## src/rtl/ldpd_pkg.sv

```systemverilog
// ---------------------------------------------------------------------------
// ldpd_pkg
// Constants and the reading record shared by the deframer modules.
// ---------------------------------------------------------------------------
package ldpd_pkg;

  // Packet framing
  localparam logic [7:0] SYNC_BYTE     = 8'hFA;
  localparam logic [7:0] SECTOR_LOW    = 8'hA0;
  localparam logic [7:0] SECTOR_HIGH   = 8'hDB;
  localparam logic [5:0] PACKET_BYTES  = 6'd42;
  localparam logic [5:0] POS_SECTOR    = 6'd1;
  localparam logic [5:0] POS_SPEED_LO  = 6'd2;
  localparam logic [5:0] POS_SPEED_HI  = 6'd3;
  localparam logic [5:0] FIRST_READING = 6'd4;
  localparam logic [5:0] READINGS_END  = 6'd40;
  localparam logic [2:0] LAST_READING  = 3'd5;

  // Angle: (269 + 360 - index) folded into 0..359
  localparam logic [9:0] ANGLE_START   = 10'd629;
  localparam logic [9:0] FULL_TURN     = 10'd360;

  // Speed / 10 as (speed * 52429) >> 19, exact for 16-bit speeds
  localparam logic [15:0] RPM_RECIP    = 16'd52429;
  localparam int          RPM_SHIFT    = 19;

  // One reading as handed from the parser to the output stage
  typedef struct packed {
    logic [8:0]  angle_idx;
    logic [15:0] range_mm;
    logic [15:0] intensity;
    logic [15:0] speed_word;
    logic        last;
  } reading_t;

endpackage

```

## src/rtl/ldpd_front.sv

```systemverilog
// ---------------------------------------------------------------------------
// ldpd_front
// Byte parser: hunts for sync, tracks the packet position and emits one
// reading record per range high byte of a valid packet.
// ---------------------------------------------------------------------------
module ldpd_front (
  input  logic              clk_i,
  input  logic              rst_ni,
  input  logic              accept_i,
  input  logic [7:0]        byte_i,
  output logic              rec_valid_o,
  output ldpd_pkg::reading_t rec_o
);

  // Byte offsets within one 6-byte reading
  localparam logic [2:0] OFF_INT_LO   = 3'd0;
  localparam logic [2:0] OFF_INT_HI   = 3'd1;
  localparam logic [2:0] OFF_RANGE_LO = 3'd2;
  localparam logic [2:0] OFF_RANGE_HI = 3'd3;
  localparam logic [2:0] OFF_LAST     = 3'd5;

  logic [5:0]  pos_q, pos_d;
  logic [2:0]  off_q, off_d;
  logic [2:0]  cnt_q, cnt_d;
  logic [8:0]  base_q, base_d;
  logic        valid_q, valid_d;
  logic [15:0] speed_q, speed_d;
  logic [15:0] int_q, int_d;
  logic [7:0]  rlo_q, rlo_d;

  logic        in_readings;
  logic        sector_ok;
  logic [7:0]  sector_rel;
  logic [5:0]  pos_inc;

  assign in_readings = (pos_q >= ldpd_pkg::FIRST_READING) &&
                       (pos_q <  ldpd_pkg::READINGS_END);
  assign sector_ok   = (byte_i >= ldpd_pkg::SECTOR_LOW) &&
                       (byte_i <= ldpd_pkg::SECTOR_HIGH);
  assign sector_rel  = byte_i - ldpd_pkg::SECTOR_LOW;
  assign pos_inc     = pos_q + 6'd1;

  // Advance the packet position and capture fields
  always_comb begin
    pos_d   = pos_q;
    off_d   = off_q;
    cnt_d   = cnt_q;
    base_d  = base_q;
    valid_d = valid_q;
    speed_d = speed_q;
    int_d   = int_q;
    rlo_d   = rlo_q;
    if (accept_i) begin
      if (pos_q == 6'd0) begin
        if (byte_i == ldpd_pkg::SYNC_BYTE) begin
          pos_d = 6'd1;
        end
      end else begin
        pos_d = (pos_inc == ldpd_pkg::PACKET_BYTES) ? 6'd0 : pos_inc;
        if (pos_q == ldpd_pkg::POS_SECTOR) begin
          valid_d = sector_ok;
          base_d  = sector_ok ? ({1'b0, sector_rel} << 2) + ({1'b0, sector_rel} << 1)
                              : 9'd0;
          cnt_d   = 3'd0;
        end else if (pos_q == ldpd_pkg::POS_SPEED_LO) begin
          speed_d = {speed_q[15:8], byte_i};
        end else if (pos_q == ldpd_pkg::POS_SPEED_HI) begin
          speed_d = {byte_i, speed_q[7:0]};
          off_d   = OFF_INT_LO;
        end else if (in_readings) begin
          off_d = (off_q == OFF_LAST) ? OFF_INT_LO : off_q + 3'd1;
          case (off_q)
            OFF_INT_LO:   int_d = {int_q[15:8], byte_i};
            OFF_INT_HI:   int_d = {byte_i, int_q[7:0]};
            OFF_RANGE_LO: rlo_d = byte_i;
            OFF_RANGE_HI: cnt_d = cnt_q + 3'd1;
            default:      ;
          endcase
        end
      end
    end
  end

  // Emit a reading on its range high byte
  assign rec_valid_o = accept_i && in_readings && (off_q == OFF_RANGE_HI) && valid_q;
  assign rec_o.angle_idx  = base_q + {6'd0, cnt_q};
  assign rec_o.range_mm   = {byte_i, rlo_q};
  assign rec_o.intensity  = int_q;
  assign rec_o.speed_word = speed_q;
  assign rec_o.last       = (cnt_q == ldpd_pkg::LAST_READING);

  always_ff @(posedge clk_i or negedge rst_ni) begin
    if (!rst_ni) begin
      pos_q   <= 6'd0;
      off_q   <= 3'd0;
      cnt_q   <= 3'd0;
      base_q  <= 9'd0;
      valid_q <= 1'b0;
      speed_q <= 16'd0;
      int_q   <= 16'd0;
      rlo_q   <= 8'd0;
    end else begin
      pos_q   <= pos_d;
      off_q   <= off_d;
      cnt_q   <= cnt_d;
      base_q  <= base_d;
      valid_q <= valid_d;
      speed_q <= speed_d;
      int_q   <= int_d;
      rlo_q   <= rlo_d;
    end
  end

endmodule

```

## src/rtl/ldpd_fifo.sv

```systemverilog
// ---------------------------------------------------------------------------
// ldpd_fifo
// Small queue of reading records between the parser and the output stage.
// ---------------------------------------------------------------------------
module ldpd_fifo #(
  parameter int DEPTH = 4
) (
  input  logic               clk_i,
  input  logic               rst_ni,
  input  logic               wr_valid_i,
  input  ldpd_pkg::reading_t wr_data_i,
  output logic               full_o,
  input  logic               rd_ready_i,
  output logic               rd_valid_o,
  output ldpd_pkg::reading_t rd_data_o
);

  localparam int AW = (DEPTH > 1) ? $clog2(DEPTH) : 1;
  localparam int CW = $clog2(DEPTH + 1);

  ldpd_pkg::reading_t mem_q [DEPTH];
  logic [AW-1:0] wr_ptr_q, rd_ptr_q;
  logic [CW-1:0] count_q;
  logic          do_wr, do_rd;

  assign full_o     = (count_q == CW'(DEPTH));
  assign rd_valid_o = (count_q != '0);
  assign rd_data_o  = mem_q[rd_ptr_q];
  assign do_wr      = wr_valid_i && !full_o;
  assign do_rd      = rd_ready_i && rd_valid_o;

  // Store the incoming item
  always_ff @(posedge clk_i) begin
    if (do_wr) begin
      mem_q[wr_ptr_q] <= wr_data_i;
    end
  end

  // Advance pointers and the fill count
  always_ff @(posedge clk_i or negedge rst_ni) begin
    if (!rst_ni) begin
      wr_ptr_q <= '0;
      rd_ptr_q <= '0;
      count_q  <= '0;
    end else begin
      if (do_wr) begin
        wr_ptr_q <= (wr_ptr_q == AW'(DEPTH - 1)) ? '0 : wr_ptr_q + AW'(1);
      end
      if (do_rd) begin
        rd_ptr_q <= (rd_ptr_q == AW'(DEPTH - 1)) ? '0 : rd_ptr_q + AW'(1);
      end
      if (do_wr && !do_rd) begin
        count_q <= count_q + CW'(1);
      end else if (do_rd && !do_wr) begin
        count_q <= count_q - CW'(1);
      end
    end
  end

endmodule

```

## src/rtl/ldpd_back.sv

```systemverilog
// ---------------------------------------------------------------------------
// ldpd_back
// Output stage: folds the angle, scales the motor speed and holds the
// result until it is popped.
// ---------------------------------------------------------------------------
module ldpd_back (
  input  logic               clk_i,
  input  logic               rst_ni,
  input  logic               rec_valid_i,
  input  ldpd_pkg::reading_t rec_i,
  output logic               rec_ready_o,
  output logic               empty,
  input  logic               pop,
  output logic [8:0]         angle_deg_o,
  output logic [15:0]        range_mm_o,
  output logic [15:0]        intensity_o,
  output logic [12:0]        motor_rpm_o,
  output logic               last_in_packet_o
);

  logic        valid_q;
  logic        load;
  logic [9:0]  angle_raw;
  logic [9:0]  angle_fold;
  logic [31:0] rpm_prod;

  logic [8:0]  angle_q;
  logic [15:0] range_q, int_q;
  logic [12:0] rpm_q;
  logic        last_q;

  assign rec_ready_o = !valid_q || pop;
  assign load        = rec_valid_i && rec_ready_o;

  // Fold the angle into one turn
  assign angle_raw  = ldpd_pkg::ANGLE_START - {1'b0, rec_i.angle_idx};
  assign angle_fold = (angle_raw >= ldpd_pkg::FULL_TURN) ? angle_raw - ldpd_pkg::FULL_TURN
                                                         : angle_raw;

  // Divide the speed word by ten through the reciprocal
  assign rpm_prod = rec_i.speed_word * ldpd_pkg::RPM_RECIP;

  // Hold the result register
  always_ff @(posedge clk_i) begin
    if (load) begin
      angle_q <= angle_fold[8:0];
      range_q <= rec_i.range_mm;
      int_q   <= rec_i.intensity;
      rpm_q   <= rpm_prod[ldpd_pkg::RPM_SHIFT +: 13];
      last_q  <= rec_i.last;
    end
  end

  always_ff @(posedge clk_i or negedge rst_ni) begin
    if (!rst_ni) begin
      valid_q <= 1'b0;
    end else if (rec_ready_o) begin
      valid_q <= rec_valid_i;
    end
  end

  assign empty            = !valid_q;
  assign angle_deg_o      = angle_q;
  assign range_mm_o       = range_q;
  assign intensity_o      = int_q;
  assign motor_rpm_o      = rpm_q;
  assign last_in_packet_o = last_q;

endmodule

```

## src/rtl/lidar_packet_deframer.sv

```systemverilog
// Path: a reading is written into the queue at the edge that accepts its range
//   high byte, then loaded into the output register once the output stage is free.
// Throughput: one byte per cycle while full is low; at most one reading per six
//   bytes, since each reading spans six bytes. full rises only when the queue fills.
// Reset: rst_ni clears packet hunting state, the queue and the output valid flag.
// ---------------------------------------------------------------------------
// lidar_packet_deframer
// Deframes the laser distance sensor byte stream into angle-tagged readings.
// ---------------------------------------------------------------------------
module lidar_packet_deframer #(
  parameter int FIFO_DEPTH = 4
) (
  input  logic        clk_i,
  input  logic        rst_ni,
  input  logic        push,
  output logic        full,
  input  logic [7:0]  rx_byte_i,
  output logic        empty,
  input  logic        pop,
  output logic [8:0]  angle_deg_o,
  output logic [15:0] range_mm_o,
  output logic [15:0] intensity_o,
  output logic [12:0] motor_rpm_o,
  output logic        last_in_packet_o
);

  logic               accept;
  logic               fr_valid;
  ldpd_pkg::reading_t fr_rec;
  logic               q_valid;
  logic               q_ready;
  ldpd_pkg::reading_t q_rec;

  assign accept = push && !full;

  // Parse the byte stream
  ldpd_front u_front (
    .clk_i       (clk_i),
    .rst_ni      (rst_ni),
    .accept_i    (accept),
    .byte_i      (rx_byte_i),
    .rec_valid_o (fr_valid),
    .rec_o       (fr_rec)
  );

  // Decouple parser from output
  ldpd_fifo #(
    .DEPTH (FIFO_DEPTH)
  ) u_fifo (
    .clk_i      (clk_i),
    .rst_ni     (rst_ni),
    .wr_valid_i (fr_valid),
    .wr_data_i  (fr_rec),
    .full_o     (full),
    .rd_ready_i (q_ready),
    .rd_valid_o (q_valid),
    .rd_data_o  (q_rec)
  );

  // Compute and hold results
  ldpd_back u_back (
    .clk_i            (clk_i),
    .rst_ni           (rst_ni),
    .rec_valid_i      (q_valid),
    .rec_i            (q_rec),
    .rec_ready_o      (q_ready),
    .empty            (empty),
    .pop              (pop),
    .angle_deg_o      (angle_deg_o),
    .range_mm_o       (range_mm_o),
    .intensity_o      (intensity_o),
    .motor_rpm_o      (motor_rpm_o),
    .last_in_packet_o (last_in_packet_o)
  );

endmodule

```

## config.mk

```make
export PLATFORM = sky130hd
export DESIGN_NAME = lidar_packet_deframer
export DESIGN_NICKNAME = d
export VERILOG_FILES = /design/src/rtl/ldpd_pkg.sv /design/src/rtl/ldpd_front.sv /design/src/rtl/ldpd_fifo.sv /design/src/rtl/ldpd_back.sv /design/src/rtl/lidar_packet_deframer.sv
export SDC_FILE = /design/constraint.sdc
export NUM_CORES = 1
export LEC_CHECK = 0
export BUFFER_PORTS_ARGS = -buffer_cell sky130_fd_sc_hd__buf_2
export CAP_MARGIN = 20
export CORE_UTILIZATION = 67
export CTS_CLUSTER_DIAMETER = 150
export DETAILED_ROUTE_END_ITERATION = 12
export PLACE_DENSITY = 0.86
export SLEW_MARGIN = 30
export SYNTH_ARGS = -nofsm -noshare
export SYNTH_HDL_FRONTEND = slang
export SYNTH_SLANG_ARGS = --single-unit
export TNS_END_PERCENT = 100
```

## constraint.sdc

```tcl
create_clock -name clk_i -period 13.25 [get_ports clk_i]
set_clock_uncertainty 0.15 [all_clocks]
set_input_delay 2.65 -clock clk_i [delete_from_list [all_inputs] [get_ports clk_i]]
set_output_delay 2.65 -clock clk_i [all_outputs]
set_load 0.03 [all_outputs]
```

* After elaboration in Yosys (flattened, before gate mapping) *
Memory sizes are Yosys's and may differ from the RTL's.
Cells that the tools add are included.

cells by class
  $add $sub $neg = 12
  $mul = 1
  magnitude comparators = 5
  equality and inequality tests = 16
  muxes and demuxes = 21
  bitwise operators = 6
  reductions and logical operators = 31

operator list
  operator                count
  $mul 16x16->32 const B  1
  $pmux 16 s2             1
  $mux 3                  10
  $mux 6                  3
  $mux 9                  2
  $reduce_and 8->1        2
  $eq 6x2->1 const B      2
  $ge 10x9->1 const B     1
  $logic_and 1x1->1       10
  $reduce_and 5->1        2
  $sub 10x9->10 const A   1
  $add 3x1->3 const B     3
  $add 9x3->9             1
  $add 9x9->9             1
  $eq 3x3->1 const B      3
  $sub 9x9->9 const B     1
  $eq 8x8->1 const B      1
  $ge 8x8->1 const B      1
  $le 8x8->1 const B      1
  $mux 8                  1
  $reduce_bool 2->1       4
  $sub 8x8->8 const B     1
  $reduce_and 7->1        1
  $add 6x1->6 const B     1
  other kinds (23)        37

storage, ports and cells
  register bits = 125
  RAM bits = 232
  input bits = 12
  output and inout bits = 57
  word-level logic and storage cells = 112
  memories kept = 1

memory list
  memory        depth  bits a word  rd ports  clocked after memory_dff  wr ports  RTL line         text
  u_fifo.mem_q  4      58           1         0                         1         ldpd_fifo.sv:21  ldpd_pkg::reading_t mem_q [DEPTH];

* Longest topological paths before layout *
Gate-level depths: netlist of run 1.

  depth in word-level cells = 11
  mapped depth = 26
  gate-level depth less buffers = 22

* Cells and area by module *
A second synthesis of run 1 with hierarchy kept.

unflattened totals
  cell total of the unflattened synthesis = 1,309
  area, all modules = 19,013.2 µm²

modules (own cells, without submodules)
  module                 instances  cells each  area each (µm²)  seq. area each (µm²)
  ldpd_fifo              1          341         8,896.0          7,141.8
  ldpd_back              1          632         6,821.5          1,676.6
  ldpd_front             1          335         3,281.9          1,526.5
  lidar_packet_deframer  1          1           13.8             0.0

* Least setup slack after synthesis of run 1 *
OpenSTA, ideal clock, no wires.

  path kind = flip-flop to flip-flop
  start = register u_fifo.rd_ptr_q[0]
  end = register u_back.rpm_q[10] (netlist: u_back.motor_rpm_o[10]) (data pin)
  library setup time = 0.260 ns
  arrival = 6.730 ns
  required time = 12.840 ns
  slack = 6.110 ns
  stages on the path, launching flop included = 25
  path buffers = 4
  period minus slack after synthesis = 7.140 ns
  cells stage by stage = dfrtp_1 -> buf_6 -> buf_12 -> buf_2 -> buf_1 -> mux4_2 -> ha_1 -> inv_1 -> fa_1 -> inv_1 -> fa_1 -> fa_1 -> fa_1 -> inv_1 -> fa_1 -> inv_1 -> ha_1 -> a21oi_1 -> o21ai_0 -> a221oi_1 -> a2bb2oi_1 -> a31oi_2 -> a21boi_1 -> o21bai_2 -> xor2_1

between the ends
  longest elaborated chain between the ends = 2

RTL lines
  what                      RTL line         text
  start: declaration        ldpd_fifo.sv:22  logic [AW-1:0] wr_ptr_q, rd_ptr_q;
  start signal: assignment  ldpd_fifo.sv:50  rd_ptr_q <= (rd_ptr_q == AW'(DEPTH - 1)) ? '0 : rd_ptr_q + AW'(1);
  $mem_v2 4x58              n/a
  $mul 16x16->32            ldpd_back.sv:41  assign rpm_prod = rec_i.speed_word * ldpd_pkg::RPM_RECIP;
  via u_back.rpm_prod[29]   ldpd_back.sv:25  logic [31:0] rpm_prod;
  end signal: assignment    ldpd_back.sv:49  rpm_q <= rpm_prod[ldpd_pkg::RPM_SHIFT +: 13];
  end: declaration          ldpd_back.sv:29  logic [12:0] rpm_q;

The timed path passes the listed nets, and every way through them passes these cells.
A chain may end at the register's enable or synchronous reset.

* Final worst setup path of run 1 *
Same ends and word-level chain as after synthesis.

==> results.cfg, run 1 <==
[floorplan]
rows = 60
initial_utilization = 0.686
pin_count = 69
chipHeight_um = 169
dieArea_sq_um = 28400
core_area_sq_um = 27100
die-width_um = 169

[clocking]
post_cts_resize_count = 0
cts.sink_count = 356
path_clk_slew_ns = 0.06
cts_buffers = 35
ctsHoldBuffers = 0
post-cts-setup-buffers = 0
root_buffer = clkbuf_16
insertion_delay_ns = 0.52
clk_path_buf_depth = 3
tritoncts = yes
htreeDepth = 2

[placed_design]
gp_congestion = 0.917
place_hpwl_um = 25200
port_buffers = 68

[critical_path]
worstSetupPathType = register to register
setup.worst_path.start_class = register
cp_max_fo = 38
regToRegSetupSlack_ns = 5.33
crit_required_ns = 13.35
rr_worst_depth = 22
critPathCaptureType = register
worstPathArrival_ns = 8.02
r2r_end = u_back.motor_rpm_o[10]
crit_end = u_back.motor_rpm_o[10]
cp-startpoint = u_fifo.rd_ptr_q[0]
reg2reg_from = u_fifo.rd_ptr_q[0]

[hold_path]
hold_class = register to register

[synthesis]
synth_common_cells = 287 x edfxtp_1, 207 x inv_1, 164 x ha_1
synth-main-ff-cell = edfxtp_1
syn_inst = 1247
synth_top_area_frac = 0.464
synth_seq_cells = 356
synth-seq-area-share = 0.556
ys_warn_count = 0
postSynth.asyncResetShare = 0.194
synth_most_common_cell = edfxtp_1
yosys.cell_types.count = 74
synthTopCellsByArea = edfxtp_1 46%, ha_1 11%, dfrtp_1 9.3%
synth.avg_cell_area_sq_um = 14.9
syn-num-nets = 1504
synth_area_sq_um = 18600
synth-edff-count = 287
yosys.area.top_type = edfxtp_1

[sta]
fin_setup_tns_ns = 0
period_share = 0.598
drv_slew = 0
setup_viol = 0
report.final.hold_viol_count = 0
fmax_ghz = 0.126
period_needed_ns = 7.92
slew_headroom = 0.400
rsz0062_at_grt = no
tightestPinTransition_ns = 0.900

[global_route]
grt_pass1_vias = 10800
grt_overflow = 0
track_usage = 0.281
grt_first_pass_wirelength_um = 59600
grt_start_max_net_pins = 70
antenna_found_initial = 0

[run]
maxCapViolCount = 0

[routing]
dr.first_iter.drc_count = 795
wirelength_um = 37800
drt-pass1-iter-count = 7
wl_per_cell_um = 21.8
vias = 10300
drc = 0
ant_nets = 0
viasPerCell = 5.94

[run_status]
outcome = finished, final reports clean

[layout]
diodes = 0
syn_to_final_growth_pct = 10.3
nNetsFinal = 1596
drive_gt1_frac = 0.174
## registers in the layout, indices dropped and copies added (netlist names), 3 cells and up
name / cells
u_front.pos_q: 6
u_back.intensity_o: 16
u_front.base_q: 8
u_front.off_q: 3
u_front.cnt_q: 3
u_fifo.count_q: 3
u_back.range_mm_o: 16
u_front.speed_q: 16
u_fifo.mem_q: 232
u_back.motor_rpm_o: 13
u_front.rlo_q: 8
u_back.angle_deg_o: 9
u_front.int_q: 16
## per-layer routing
metal	GRT usage	wire length (um)	vias to the layer above
li1	-	-	4634
met1	0.392	16100	5281
met2	0.472	18900	328
met3	0.0374	2040	69
met4	0.0763	812	0
met5	0	0	-
## through the flow
stage	setup slack [ns]	area, sq um	utilization	hold WS (ns)	std cells
2_1_floorplan	6.11	18600	-	0.289	1247
3_3_place_gp	5.45	19400	0.715	0.310	1674
3_5_place_dp	5.32	19400	0.715	0.310	1674
4_1_cts	5.25	20500	0.757	0.333	1737
5_1_grt	4.93	20500	0.757	0.353	1737
6_report	5.33	20500	0.757	0.334	1737
## kinds of logic (layout without fill, tap and decap cells)
logic type	Yosys count	count (layout)	synth area share
compound gates	118	118	0.0434
xor+xnor	46	46	0.0221
fa+ha+maj	245	245	0.198
buf+inv	231	349	0.0482
flops	356	356	0.556
mux	86	86	0.0880
simple gates	165	165	0.0442
## cell usage in the layout (no fill, tap or decap), types with 7 or more instances in the layout
cell type  instances
a21o_1            18
a21oi_1           16
and2_1             7
buf_2             68
buf_4              9
clkbuf_16         35
dfrtp_1           67
edfxtp_1         287
fa_1              81
ha_1             164
inv_1            207
mux2_2            28
mux4_2            54
nand2_1           65
nand3_1           23
nor2_1            25
o21ai_0           39
xnor2_1           25
xor2_1            20
## area by class of cell
type | instances | area, sq um
sequential | 356 | 10300
clock inverter | 18 | 170
tap | 372 | 465
timing repair buffer | 78 | 419
clock buffer | 45 | 953
inverter | 208 | 781
fill | 1584 | 6590
multi-input combinational | 660 | 7370
## how the worst min path moves through the flow
| stage | from | end | slack, ns | depth (start not counted) |
|---|---|---|---|---|
| after floorplan | u_front.valid_q | u_front.valid_q | 0.29 | 2 |
| after global placement | u_front.valid_q | u_front.valid_q | 0.31 | 2 |
| after detailed placement | u_front.valid_q | u_front.valid_q | 0.31 | 2 |
| after CTS | u_fifo.count_q[2] | u_fifo.count_q[2] | 0.33 | 1 |
| after global routing | u_fifo.count_q[2] | u_fifo.count_q[2] | 0.35 | 1 |
| final | u_fifo.count_q[2] | u_fifo.count_q[2] | 0.33 | 1 |
## critical path: stages (launching register included)
cell,delay (ns)
dfrtp_4,0.74
buf_4,0.72
mux4_1,0.79
ha_1,0.46
xor2_1,0.18
ha_1,0.31
fa_1,0.57
inv_1,0.06
fa_1,0.52
inv_1,0.05
fa_1,0.52
inv_1,0.05
fa_1,0.52
inv_1,0.04
ha_1,0.37
nand2_1,0.12
nor2_1,0.05
a221oi_1,0.39
a2bb2oi_1,0.24
a31oi_2,0.20
a21boi_1,0.30
o21bai_2,0.09
xor2_1,0.15
Power of run 1 is not shown: default switching activity piles up to over one toggle a cycle in this logic, so the estimate is an artifact.
==> run 2, diff against run 1 <==
--- a/config.mk
+++ b/config.mk
@@ -5,12 +5,13 @@
 export SDC_FILE = /design/constraint.sdc
 export NUM_CORES = 1
 export LEC_CHECK = 0
+export ABC_AREA = 1
 export BUFFER_PORTS_ARGS = -buffer_cell sky130_fd_sc_hd__buf_2
 export CAP_MARGIN = 20
-export CORE_UTILIZATION = 67
+export CORE_UTILIZATION = 63
 export CTS_CLUSTER_DIAMETER = 150
 export DETAILED_ROUTE_END_ITERATION = 12
-export PLACE_DENSITY = 0.86
+export PLACE_DENSITY = 0.82
 export SLEW_MARGIN = 30
 export SYNTH_ARGS = -nofsm -noshare
 export SYNTH_HDL_FRONTEND = slang
==> constraint.sdc (replaced) <==
create_clock -name clk_i -period 8.05 [get_ports clk_i]
set_clock_uncertainty 0.15 [all_clocks]
set_input_delay 1.61 -clock clk_i [delete_from_list [all_inputs] [get_ports clk_i]]
set_output_delay 1.61 -clock clk_i [all_outputs]
set_load 0.03 [all_outputs]
==> results.cfg, run 2 <==
[sta]
rsz0062_at_grt = no
tightestPinTransition_ns = 0.925
slew_headroom = 0.384
fin_setup_tns_ns = 0
drv_slew = 0
period_needed_ns = 6.97
period_share = 0.866
setup_viol = 0
report.final.hold_viol_count = 0
fmax_ghz = 0.143

[routing]
wl_per_cell_um = 18.8
drt-pass1-iter-count = 5
drc = 0
viasPerCell = 5.67
dr.first_iter.drc_count = 816
ant_nets = 0
vias = 12900
wirelength_um = 42700

[clocking]
cts_buffers = 37
clk_path_buf_depth = 3
tritoncts = yes
cts.sink_count = 356
ctsHoldBuffers = 0
root_buffer = clkbuf_16
post-cts-setup-buffers = 0
path_clk_slew_ns = 0.06
insertion_delay_ns = 0.55
post_cts_resize_count = 0
htreeDepth = 2

[critical_path]
worstSetupPathType = register to register
slowest_stage = dfrtp_4
cp_max_fo = 46
critPathCaptureType = register
crit_required_ns = 8.20
worstPathArrival_ns = 7.12
crit_path_max_incr_delay_ns = 0.68
cp_cell_sequence = buf_4 -> o21ai_0 -> o22ai_1 -> ha_1 -> xor2_1 -> ha_1 -> fa_1 -> inv_1 -> fa_1 -> inv_1 -> fa_1 -> inv_1 -> fa_1 -> inv_1 -> ha_1 -> a21oi_1 -> o21ai_0 -> nand2_1 -> o211ai_1 -> a21oi_1 -> nand2_1 -> xor2_1
setup.worst_path.start_class = register

[run]
maxCapViolCount = 0

[floorplan]
dieArea_sq_um = 31700
chipHeight_um = 178
pin_count = 69
initial_utilization = 0.640
rows = 64
core_area_sq_um = 30500
die-width_um = 178

[layout]
mostFrequentLayoutCell = inv_1
utilization = 0.703
syn_to_final_growth_pct = 9.91
diodes = 0
top_register = u_fifo.mem_q
largest_register_ffs = 232
drive_gt1_frac = 0.104
mostFrequentLayoutCells = 298 x inv_1, 287 x edfxtp_1, 228 x nand2_1, 164 x ha_1, 160 x o21ai_0
seqCellArea_sq_um = 10300
n_fill_cell = 2124
multiInputGateArea_sq_um = 7840
nNetsFinal = 2102

[synthesis]
synth_most_common_cell = inv_1
postSynth.asyncResetShare = 0.194
synth.avg_cell_area_sq_um = 11.0
synth_common_cells = 298 x inv_1, 287 x edfxtp_1, 228 x nand2_1
synth_seq_cells = 356
synth-edff-count = 287
synth_area_sq_um = 19500
synthTopCellsByArea = edfxtp_1 44%, ha_1 11%, dfrtp_1 8.8%
synth-main-ff-cell = edfxtp_1
synth-seq-area-share = 0.530
yosys.area.top_type = edfxtp_1
yosys.cell_types.count = 52
ys_warn_count = 0
syn-num-nets = 2025
syn_inst = 1768
synth_top_area_frac = 0.441

[hold_path]
hold_class = register to register

[placed_design]
place_hpwl_um = 29500
gp_congestion = 0.942
port_buffers = 68

[global_route]
grt_start_max_net_pins = 81
grt_first_pass_wirelength_um = 67000
track_usage = 0.278
antenna_found_initial = 0
grt_overflow = 0
grt_pass1_vias = 12900

[run_status]
outcome = finished, final reports clean
## run 2: cell count changes in the layout (fill, tap and decap cells not counted), sizes merged, moves of 27 or more
cell / before / now
a21oi: 18 / 51
inv: 211 / 308
mux2: 28 / 1
mux4: 58 / 0
nand2: 66 / 254
nand3: 23 / 66
nor2: 26 / 144
o21ai: 41 / 162
o22ai: 3 / 40
## run 2: cell families (layout without fill, tap and decap cells)
| group | count (synthesis) | after routing | synth area share |
|---|---|---|---|
| AO/OA/AOI/OAI | 290 | 290 | 0.0830 |
| XOR/XNOR | 36 | 36 | 0.0161 |
| adder cells (fa/ha/maj) | 245 | 245 | 0.188 |
| buffers and inverters | 348 | 453 | 0.0707 |
| flip-flops | 356 | 356 | 0.530 |
| multiplexers | 1 | 1 | 0.000577 |
| AND/OR/NAND/NOR | 492 | 492 | 0.112 |
## run 2: final cells by class
cell class                 instances  area share
multi-input combinational       1064       0.365
tap                              396      0.0231
timing repair buffer              81      0.0206
inverter                         305      0.0536
sequential                       356       0.482
clock buffer                      42      0.0445
clock inverter                    25      0.0107
## run 2: critical path, delay by kind of cell, from the launching register on
kind                     cells  cell delay [ns]
flip-flops                   1             0.68
AO/OA/AOI/OAI                6             1.37
XOR/XNOR                     2             0.34
buffers and inverters        5             0.72
AND/OR/NAND/NOR              2             0.18
adder cells (fa/ha/maj)      7             3.24
## run 2: layer usage
metal | routed length [um] | vias to the layer above | global-route usage
li1 | - | 6097 | -
met4 | 1340 | 0 | 0.105
met1 | 17300 | 6264 | 0.355
met3 | 2230 | 82 | 0.0377
met5 | 0 | - | 0
met2 | 21800 | 421 | 0.484
## run 2: final timing paths
path                       cells past startpoint  slack (ns)          startpoint                    end
setup / recovery                              22        1.08  u_fifo.rd_ptr_q[0]  u_back.motor_rpm_o[5]
hold / removal                                 2        0.36   u_front.base_q[1]      u_front.base_q[1]
setup reg to reg                              22        1.08  u_fifo.rd_ptr_q[0]  u_back.motor_rpm_o[5]
hold reg to reg                                2        0.36   u_front.base_q[1]      u_front.base_q[1]
max in group asynchronous                      2        6.24              rst_ni     u_fifo.rd_ptr_q[0]
min in group asynchronous                      2        0.99              rst_ni      u_fifo.count_q[0]
## run 2: per-stage QoR
step | hold WS (ns) | cells | worst slack [ns] | instance area (sq um)
2_1_floorplan | 0.309 | 1768 | 1.85 | 19500
3_3_place_gp | 0.343 | 2202 | 1.18 | 20300
3_5_place_dp | 0.347 | 2202 | 1.12 | 20300
4_1_cts | 0.359 | 2269 | 1.13 | 21500
5_1_grt | 0.372 | 2269 | 0.627 | 21500
6_report | 0.358 | 2269 | 1.08 | 21500
Power of run 2 is left out for the same reason.
